[src/design/llrs_pkg.sv]
// ----------------------------------------------------------------------------
// llrs_pkg
// Types and constants shared by the Life-like automaton row step unit.
// ----------------------------------------------------------------------------
package llrs_pkg;

  localparam int unsigned COLS_DEFAULT = 64;
  localparam int unsigned ROW_W        = 64;
  localparam int unsigned GEN_W        = 32;
  localparam int unsigned MASK_W       = 9;
  localparam int unsigned CFG_IDX_W    = 1;

  localparam logic [CFG_IDX_W-1:0] REG_BIRTH_MASK   = 1'b0;
  localparam logic [CFG_IDX_W-1:0] REG_SURVIVE_MASK = 1'b1;

  localparam logic [MASK_W-1:0] BIRTH_MASK_RESET   = 9'd8;
  localparam logic [MASK_W-1:0] SURVIVE_MASK_RESET = 9'd12;

  typedef struct packed {
    logic [ROW_W-1:0] row_cells;
    logic             last_row;
  } in_t;

  typedef struct packed {
    logic [ROW_W-1:0] next_row_cells;
    logic             end_of_generation;
    logic [GEN_W-1:0] generation_number;
  } out_t;

endpackage

[src/design/life_like_automaton_row_step_unit.sv]
// ----------------------------------------------------------------------------
// life_like_automaton_row_step_unit
// Streams one generation of a Life-like automaton row by row, B/S masks.
// ----------------------------------------------------------------------------
// Each result beat is registered in the result queue when its row is accepted.
// Throughput: one row per cycle while in_stall is low; a last row yields two
// beats when a row is buffered, and the input stalls while the three-entry
// result queue holds two or more beats. Reset clears the row buffers, the
// generation count and the result queue, and loads the masks with B3 / S23.
module life_like_automaton_row_step_unit #(
  parameter int unsigned COLS = llrs_pkg::COLS_DEFAULT
) (
  input  logic                           clk,
  input  logic                           rst,
  input  logic                           in_valid,
  output logic                           in_stall,
  input  llrs_pkg::in_t                  in_data,
  output logic                           out_valid,
  input  logic                           out_stall,
  output llrs_pkg::out_t                 out_data,
  input  logic                           cfg_write,
  input  logic [llrs_pkg::CFG_IDX_W-1:0] cfg_index,
  input  logic [llrs_pkg::MASK_W-1:0]    cfg_data
);

  localparam int unsigned ROW_W = llrs_pkg::ROW_W;
  localparam int unsigned MW    = llrs_pkg::MASK_W;
  localparam int unsigned GEN_W = llrs_pkg::GEN_W;
  localparam logic [ROW_W-1:0] COL_MASK =
    (COLS >= ROW_W) ? {ROW_W{1'b1}} : ((ROW_W'(1) << COLS) - ROW_W'(1));

  logic [MW-1:0]              birth_mask;
  logic [MW-1:0]              survive_mask;
  logic [ROW_W-1:0]           row_above;
  logic [ROW_W-1:0]           row_middle;
  logic [1:0]                 rows_buffered;
  logic [llrs_pkg::GEN_W-1:0] generation_count;

  llrs_pkg::out_t queue [3];
  logic [1:0]     rd_ptr;
  logic [1:0]     wr_ptr;
  logic [1:0]     count;
  logic [1:0]     count_next;

  logic             accept;
  logic             pop;
  logic             have_row;
  logic [ROW_W-1:0] incoming;
  logic [ROW_W-1:0] first_cells;
  logic [ROW_W-1:0] second_cells;
  llrs_pkg::out_t   first_beat;
  llrs_pkg::out_t   second_beat;
  logic [1:0]       push_n;

  function automatic logic [1:0] ptr_inc(input logic [1:0] p);
    return (p == 2'd2) ? 2'd0 : p + 2'd1;
  endfunction

  function automatic logic [ROW_W-1:0] next_row(
    input logic [ROW_W-1:0] up,
    input logic [ROW_W-1:0] mid,
    input logic [ROW_W-1:0] down,
    input logic [MW-1:0]    bmask,
    input logic [MW-1:0]    smask
  );
    logic [ROW_W+1:0] pu;
    logic [ROW_W+1:0] pm;
    logic [ROW_W+1:0] pd;
    logic [3:0]       n;
    logic [ROW_W-1:0] res;
    pu  = {1'b0, up, 1'b0};
    pm  = {1'b0, mid, 1'b0};
    pd  = {1'b0, down, 1'b0};
    res = '0;
    for (int i = 0; i < ROW_W; i++) begin
      n = 4'(pu[i]) + 4'(pu[i+1]) + 4'(pu[i+2])
        + 4'(pm[i]) + 4'(pm[i+2])
        + 4'(pd[i]) + 4'(pd[i+1]) + 4'(pd[i+2]);
      res[i] = mid[i] ? smask[n] : bmask[n];
    end
    return res & COL_MASK;
  endfunction

  assign accept   = in_valid && !in_stall;
  assign pop      = out_valid && !out_stall;
  assign in_stall = (count > 2'd1);
  assign have_row = (rows_buffered != 2'd0);
  assign incoming = in_data.row_cells & COL_MASK;

  assign first_cells  = next_row(row_above, row_middle, incoming, birth_mask, survive_mask);
  assign second_cells = next_row(row_middle, incoming, '0, birth_mask, survive_mask);

  always_comb begin
    first_beat.next_row_cells     = first_cells;
    first_beat.end_of_generation  = 1'b0;
    first_beat.generation_number  = generation_count + GEN_W'(1);
    second_beat.next_row_cells    = second_cells;
    second_beat.end_of_generation = 1'b1;
    second_beat.generation_number = generation_count + GEN_W'(1);
  end

  always_comb begin
    push_n = 2'd0;
    if (accept) begin
      push_n = 2'(have_row) + 2'(in_data.last_row);
    end
    count_next = count + push_n - 2'(pop);
  end

  assign out_valid = (count != 2'd0);
  assign out_data  = queue[rd_ptr];

  always_ff @(posedge clk) begin
    if (rst) begin
      birth_mask   <= llrs_pkg::BIRTH_MASK_RESET;
      survive_mask <= llrs_pkg::SURVIVE_MASK_RESET;
    end else if (cfg_write) begin
      unique case (cfg_index)
        llrs_pkg::REG_BIRTH_MASK:   birth_mask   <= cfg_data;
        llrs_pkg::REG_SURVIVE_MASK: survive_mask <= cfg_data;
        default: ;
      endcase
    end
  end

  always_ff @(posedge clk) begin
    if (rst) begin
      row_above        <= '0;
      row_middle       <= '0;
      rows_buffered    <= 2'd0;
      generation_count <= '0;
    end else if (accept) begin
      if (in_data.last_row) begin
        row_above        <= '0;
        row_middle       <= '0;
        rows_buffered    <= 2'd0;
        generation_count <= generation_count + GEN_W'(1);
      end else begin
        row_above     <= row_middle;
        row_middle    <= incoming;
        rows_buffered <= have_row ? 2'd2 : 2'd1;
      end
    end
  end

  always_ff @(posedge clk) begin
    if (accept) begin
      if (have_row) begin
        queue[wr_ptr] <= first_beat;
        if (in_data.last_row) begin
          queue[ptr_inc(wr_ptr)] <= second_beat;
        end
      end else if (in_data.last_row) begin
        queue[wr_ptr] <= second_beat;
      end
    end
  end

  always_ff @(posedge clk) begin
    if (rst) begin
      rd_ptr <= 2'd0;
      wr_ptr <= 2'd0;
      count  <= 2'd0;
    end else begin
      count <= count_next;
      if (pop) begin
        rd_ptr <= ptr_inc(rd_ptr);
      end
      unique case (push_n)
        2'd1:    wr_ptr <= ptr_inc(wr_ptr);
        2'd2:    wr_ptr <= ptr_inc(ptr_inc(wr_ptr));
        default: ;
      endcase
    end
  end

  a_count_bound: assert property (@(posedge clk) disable iff (rst)
    count <= 2'd3)
    else $error("result queue overflow");

  a_last_clears: assert property (@(posedge clk) disable iff (rst)
    accept && in_data.last_row |=>
      rows_buffered == 2'd0 && generation_count == $past(generation_count) + GEN_W'(1))
    else $error("last row did not close the generation");

  a_row_shift: assert property (@(posedge clk) disable iff (rst)
    accept && !in_data.last_row && have_row |=> rows_buffered == 2'd2)
    else $error("row buffers did not advance");

  a_ptr_range: assert property (@(posedge clk) disable iff (rst)
    rd_ptr != 2'd3 && wr_ptr != 2'd3)
    else $error("queue pointer out of range");

endmodule
[config.mk]
export PLATFORM = sky130hd
export DESIGN_NAME = life_like_automaton_row_step_unit
export DESIGN_NICKNAME = d
export VERILOG_FILES = /design/src/design/llrs_pkg.sv /design/src/design/life_like_automaton_row_step_unit.sv
export SDC_FILE = /design/constraint.sdc
export NUM_CORES = 2
export LEC_CHECK = 0
export ABC_AREA = 1
export BUFFER_PORTS_ARGS = -buffer_cell sky130_fd_sc_hd__buf_2
export CAP_MARGIN = 25
export CORE_MARGIN = 4
export CORE_UTILIZATION = 30
export CTS_CLUSTER_SIZE = 16
export DETAILED_ROUTE_END_ITERATION = 16
export GPL_TIMING_DRIVEN = 0
export PLACE_DENSITY = 0.53
export SLEW_MARGIN = 20
export SYNTH_ARGS = -nofsm -noshare
export SYNTH_HDL_FRONTEND = slang
export SYNTH_SLANG_ARGS = --single-unit
[constraint.sdc]
create_clock -name clk -period 7.5 [get_ports clk]
set_clock_uncertainty 0.1 [all_clocks]
set_input_delay 1.5 -clock clk [delete_from_list [all_inputs] [get_ports clk]]
set_output_delay 1.5 -clock clk [all_outputs]
set_load 0.01 [all_outputs]
Yosys cells after proc, flatten, opt, wreduce, memory -nomap -nowiden
Memories as Yosys holds them, arrays and structs flattened. A register that Yosys moved wholly into a read port is not among the register bits.
Cells that the tools add are included.
{"block": "word_totals", "out_inout_bits": 99, "in_bits": 80, "ramBits": 291, "reg_bits": 186, "mem_count": 1}
{"block": "op_classes", "n_eq_ne": 5, "n_addsub": 699, "n_bitwise": 2, "muxes": 662, "n_reduce_logical": 10, "order_cmp": 129}
{"memory": "queue", "depth": 3, "word_bits": 97, "read_ports": 1, "rd_clocked_by_memory_dff": 1, "write_ports": 2, "line": "life_like_automaton_row_step_unit.sv:39", "rtl": "llrs_pkg::out_t queue [3];"}
{"op": "adder 4 x 1 -> 4 bit", "n": 315}
{"op": "binary-select mux 1 bit (select 4 bit)", "n": 256}
{"op": "less-than comparator 4 x 5 -> 1 bit, second input constant", "n": 127}
{"op": "adder 3 x 1 -> 4 bit", "n": 125}
{"op": "2-to-1 mux 1 bit", "n": 394}
{"op": "adder 2 x 1 -> 3 bit", "n": 126}
{"op": "adder 1 x 1 -> 2 bit", "n": 127}
{"op": "2-to-1 mux 64 bit", "n": 2}
{"op": "2-to-1 mux 97 bit", "n": 1}
{"op": "adder 32 x 1 -> 32 bit, second input constant", "n": 1}
{"op": "2-to-1 mux 2 bit", "n": 8}
{"op": "== test 2 bit, second input constant", "n": 4}
{"op": "adder 2 x 1 -> 2 bit, second input constant", "n": 3}
{"op": "AND reduction 2 bit", "n": 3}
{"op": "nonzero test 2 bit", "n": 3}
{"op": "less-than comparator 3 x 5 -> 1 bit, second input constant", "n": 1}
{"op": "one-hot mux 2 bit (2 select lines)", "n": 1}
{"op": "adder 2 bit", "n": 1}
{"op": "== test 2 x 1 -> 1 bit, second input constant", "n": 1}
{"op": "> comparator 2 x 1 -> 1 bit, second input constant", "n": 1}
{"op": "logical AND 1 bit", "n": 2}
{"op": "zero test 1 bit", "n": 2}
{"op": "subtractor 2 x 1 -> 2 bit", "n": 1}
{"op": "NOT 1 bit", "n": 1}
{"op": "bitwise OR 1 bit", "n": 1}

Longest topological paths before layout
{"block": "depth", "depth_word": 11, "mapped_depth": 19, "ltp_nobuf": 18}

Worst setup path before layout
No wires, ideal clock.
{"block": "synth_timing", "path_type": "input -> register", "start": "input port in_data[0] (netlist bit)", "end": "memory queue[1][31] (netlist bit) (data pin)", "setup_ps": 146, "path_stages": 10, "arrival_ps": 4693, "setup_slack_ps": 2561, "required_time_ps": 7254, "cell_sequence": "ha_1 > inv_1 > a21oi_1 > inv_1 > nor2_1 > inv_1 > nand2_1 > inv_1 > buf_2 > a21oi_1"}
{"item": "start, declared", "line": "life_like_automaton_row_step_unit.sv:17", "rtl": "input llrs_pkg::in_t in_data,"}
{"item": "end, declared", "line": "life_like_automaton_row_step_unit.sv:39"}

==> results.txt <==
The sequential area share after synthesis came out at 22.0%. The final number of max-transition violations came to 0. The power density over cell area came out at just over 400 nW/um2.

Of the total synthesized cell area, the portion taken by AND, OR, NAND and NOR gates is between 20% and 30%. Dividing the detail-routed wire length by the instance count gives 26.6 um. For the worst-skew pair, the clock arrives at the later sink with an insertion delay of between 0.7 and 0.8 ns. The number of global-route vias before repair came out at 59100.

The number of clock buffers added by TritonCTS is 68. The reg2reg setup slack is 3.11 ns. The post-DP HPWL came out at 221000 um. Clock-pin slew was measured on the worst setup and hold paths at 0.06 ns. The number of buffers between clock root and the deepest sink came out at 3. The peak supply drop came out at 155 uV.

The maximum number of pins on one net before global-route repair is 38. In the layout the commonest cells are 1917 x sky130_fd_sc_hd__nand2_1, 1232 x sky130_fd_sc_hd__nand3_1, 1068 x sky130_fd_sc_hd__inv_1. After detailed routing, the number of remaining DRC violations is 0. The required time at the endpoint of the critical path came out at a little under 6 ns. Per report_power, the combinational group accounts for between 70% and 80% of the total. The synthesized area per cell is between 6 and 7 um2. Counting every sink on the clock net gives 479.

Setup repair after global routing left no endpoint under its margin. The register bit total from synthesis came out at 479. The post-synthesis compound-gate area fraction came out at about a fifth. The capture endpoint of the worst hold path is queue[0][32]$_SDFFE_PP1P_. The worst setup path is captured at an output port. At the end of routability-driven placement, the weighted congestion stood at 0.997. The synthesis warning total is 0. The filler cells instantiated in the layout total 20300. The top-level I/O count came out at ~180. The layout overhead on the synthesized area came out at 12.8%. The layout cell share with drive strength beyond 1 came out at 7.62%. The initial core utilization came out at between 30% and 40%.

After detailed placement, the total cell area comes to 61600 um2. The main combinational cell family by area after synthesis is simple AND/OR/NAND/NOR gates. The multi-input logic area is ~38000 um2.

The area of all placed cells without fillers is 64000 um2. The final layout contains routed wiring with a total length of 301000 um. The net load switching power came out at 14.4 mW. The leakage power is 29.5 nW. The cell area after synthesis is 56800 um2. The combined flip-flop and latch cell area came out at 12500 um2.

In this run the tool buffered the top-level ports with ~180 buffer cells. The total congestion overflow after global routing is 0. In the synthesized netlist, the number of instances is 8419. The clock tree from TritonCTS is done. The final layout contains ~9400 nets. The die height came out at 443 um. Buffers inserted to repair hold after CTS numbered 0.

After synthesis, the netlist uses 43 different library cells. The xor and xnor fraction of the mapped netlist area came out at between 1 and 1.5%. In this run, the number of DRC markers left after iteration 0 of detailed routing was 8359. The floorplan step set the die width to 443 um. In this run the critical register-to-register path is captured at queue[1][41]$_DFFE_PP_. The synthesized netlist net count came out at 9138. The final hold violation count is 0. The number of maximum-capacitance constraint violations is 0. The worst hold slack after final layout is between 0.3 and 0.4 ns. The library cell used most frequently in the layout, excluding fill and tap cells, is sky130_fd_sc_hd__nand2_1. The part of the power in the clock network is a little over an eighth. The post-synthesis mux area share is 0%. The register share of total power came out at between 10 and 15%. The run finished with clean final reports. The worst reg-to-reg path cell count is 16. The die footprint came out at 196000 um2. Of the available clock period, the critical path in the final layout requires 72.8%.

The first-pass GRT wire length came out at 422000 um. The combined global-route utilization of all metal layers came out at 29.4%. At the worst endpoint, the arrival time is 3.86 ns.

Internal power comes to 11.4 mW. The final critical-path setup slack came out at a little over 2 ns. In this run switching power makes up between 50% and 60% of total power.

The total number of H-tree levels came out at 3. The floorplan step defined a core boundary enclosing 188000 um2. The tightest slew margin relative to the limit is 18.2%. The min-delay analysis places its worst path in the category reg2reg.

For the pin with the worst max-slew slack, the measured transition is 1.22 ns. After detailed routing, the number of vias per cell comes to ~5.6. The tree is rooted in a sky130_fd_sc_hd__clkbuf_16. The total via count after detailed routing is 63700. The initial antenna violation count came out at 56. The maximum clock rate came out at 183 MHz. In this run the remaining antenna-violating nets after routing total 0. The final number of setup-violating endpoints came out at 0. The cell depth of the worst min-delay path came out at 2. The adder and majority gate portion of the synthesized area is between 10% and 20%. The clock period minus worst slack came out at 5.46 ns. The number of instances resized during post-cts repair came out at 0. The beginning of the worst register-to-register path is row_above[7]$_SDFFE_PP0P_. The detailed-routing iteration count for the pre-antenna-repair pass came out at 8.

The nature of the critical path startpoint is a register. The total power draw came out at between 20 and 30 mW. The worst slack at placement is 1.77 ns.

The startpoint identified for the worst hold timing path is queue[0][32]$_SDFFE_PP1P_. The floorplan has approximately 160 rows. The number of buffers added for setup after CTS came out at 0.

The critical-path maximum fanout is 10. The worst setup path is of the reg2out kind.
## routing by layer
layer,vias to the layer above,global-route usage [%],wire (um)
li1,28700,-,-
met3,984,8.00,33900
met5,-,0,97
met1,30100,36.1,114000
met2,3891,43.9,127000
met4,12,22.4,25500
## flip-flops by register name, summed over array words and instances (netlist names), named ones only
name,flops
row_above,64
birth_mask,9
queue,291
count,2
survive_mask,9
rows_buffered,2
row_middle,64
wr_ptr,2
rd_ptr,2
generation_count,32
## power groups by stage
stage               Combinational, mW  Sequential (mW)  Clock [mW]
floorplan                        13.0             3.58           0
global placement                 17.7             3.71           0
detailed placement               18.1             3.64           0
CTS                              18.2             3.59        3.49
global route                     20.8             3.63        3.58
finish                           18.7             3.60        3.45
## per-stage QoR
step           TNS [ns]  std cells  util (%)
6_report              0      11300      34.1
5_1_grt               0      11300      34.0
4_1_cts               0      11300      34.0
3_5_place_dp          0      11100      32.8
3_3_place_gp     -34.77      11100      32.3
2_1_floorplan         0       8419         -
## kinds of logic after synthesis
group                      after synthesis
and+or+nand+nor                       3589
AOI/OAI and AO/OA                     1968
DFF                                    479
buffers and inverters                 1680
xor gates and xnor gates                64
adders and majority gates              639
## final cells by class
type | count | area share, %
multi-input cells | 6260 | 58.8
clock buffers | 83 | 2.84
flip-flops and latches | 479 | 19.5
inverters | 1093 | 6.41
diodes | 35 | 0.137
clock inverters | 41 | 0.746
repair buffers | 223 | 2.60
well taps | 2495 | 4.87
plain buffers | 587 | 4.10
## how the worst max path moves through the flow
stage,cells after the start,start,slack (ns),to
floorplan,10,in_data[0],2.56,queue[1][31]$_DFFE_PP_
global placement,10,in_valid,-0.36,queue[1][26]$_DFFE_PP_
detailed placement,17,in_data[10],1.77,queue[2][42]$_DFFE_PP_
CTS,6,register,2.04,out_data[62]
global route,7,register,1.90,out_data[23]
finish,7,register,2.04,out_data[23]
## worst max-delay path, cell delays in order (launching register included)
cell and delay (ns):
sky130_fd_sc_hd__dfxtp_1 0.29, sky130_fd_sc_hd__buf_2 0.38, sky130_fd_sc_hd__inv_2 0.71, sky130_fd_sc_hd__clkbuf_1 0.75
sky130_fd_sc_hd__clkbuf_1 0.51, sky130_fd_sc_hd__nor2_1 0.08, sky130_fd_sc_hd__a21oi_1 0.23, sky130_fd_sc_hd__buf_2 0.18
## synthesized netlist by cell type, drive strengths merged
library cell,instances,area share [%]
nand3,1234,11
a21o,28,0.37
fa,378,13
dfxtp,191,6.7
clkbuf,333,2.2
o31ai,1,0.022
ha,261,5.8
o2111ai,27,0.42
and2,5,0.055
a21boi,1,0.013
nand2,1922,13
o211a,1,0.018
nor2,350,2.3
buf,254,2.3
inv,1092,7.2
nor3,18,0.21
a221oi,1,0.015
o21ai,659,5.8
nand3b,15,0.20
a41oi,1,0.015
nor3b,4,0.053
a21oi,889,7.8
o21bai,2,0.026
xnor2,36,0.56
clkinv,1,0.0066
edfxtp,288,15
xor2,28,0.45
nand4,41,0.45
o211ai,231,3.1
a211oi,127,1.7
Power figures use the tool's default switching activity.
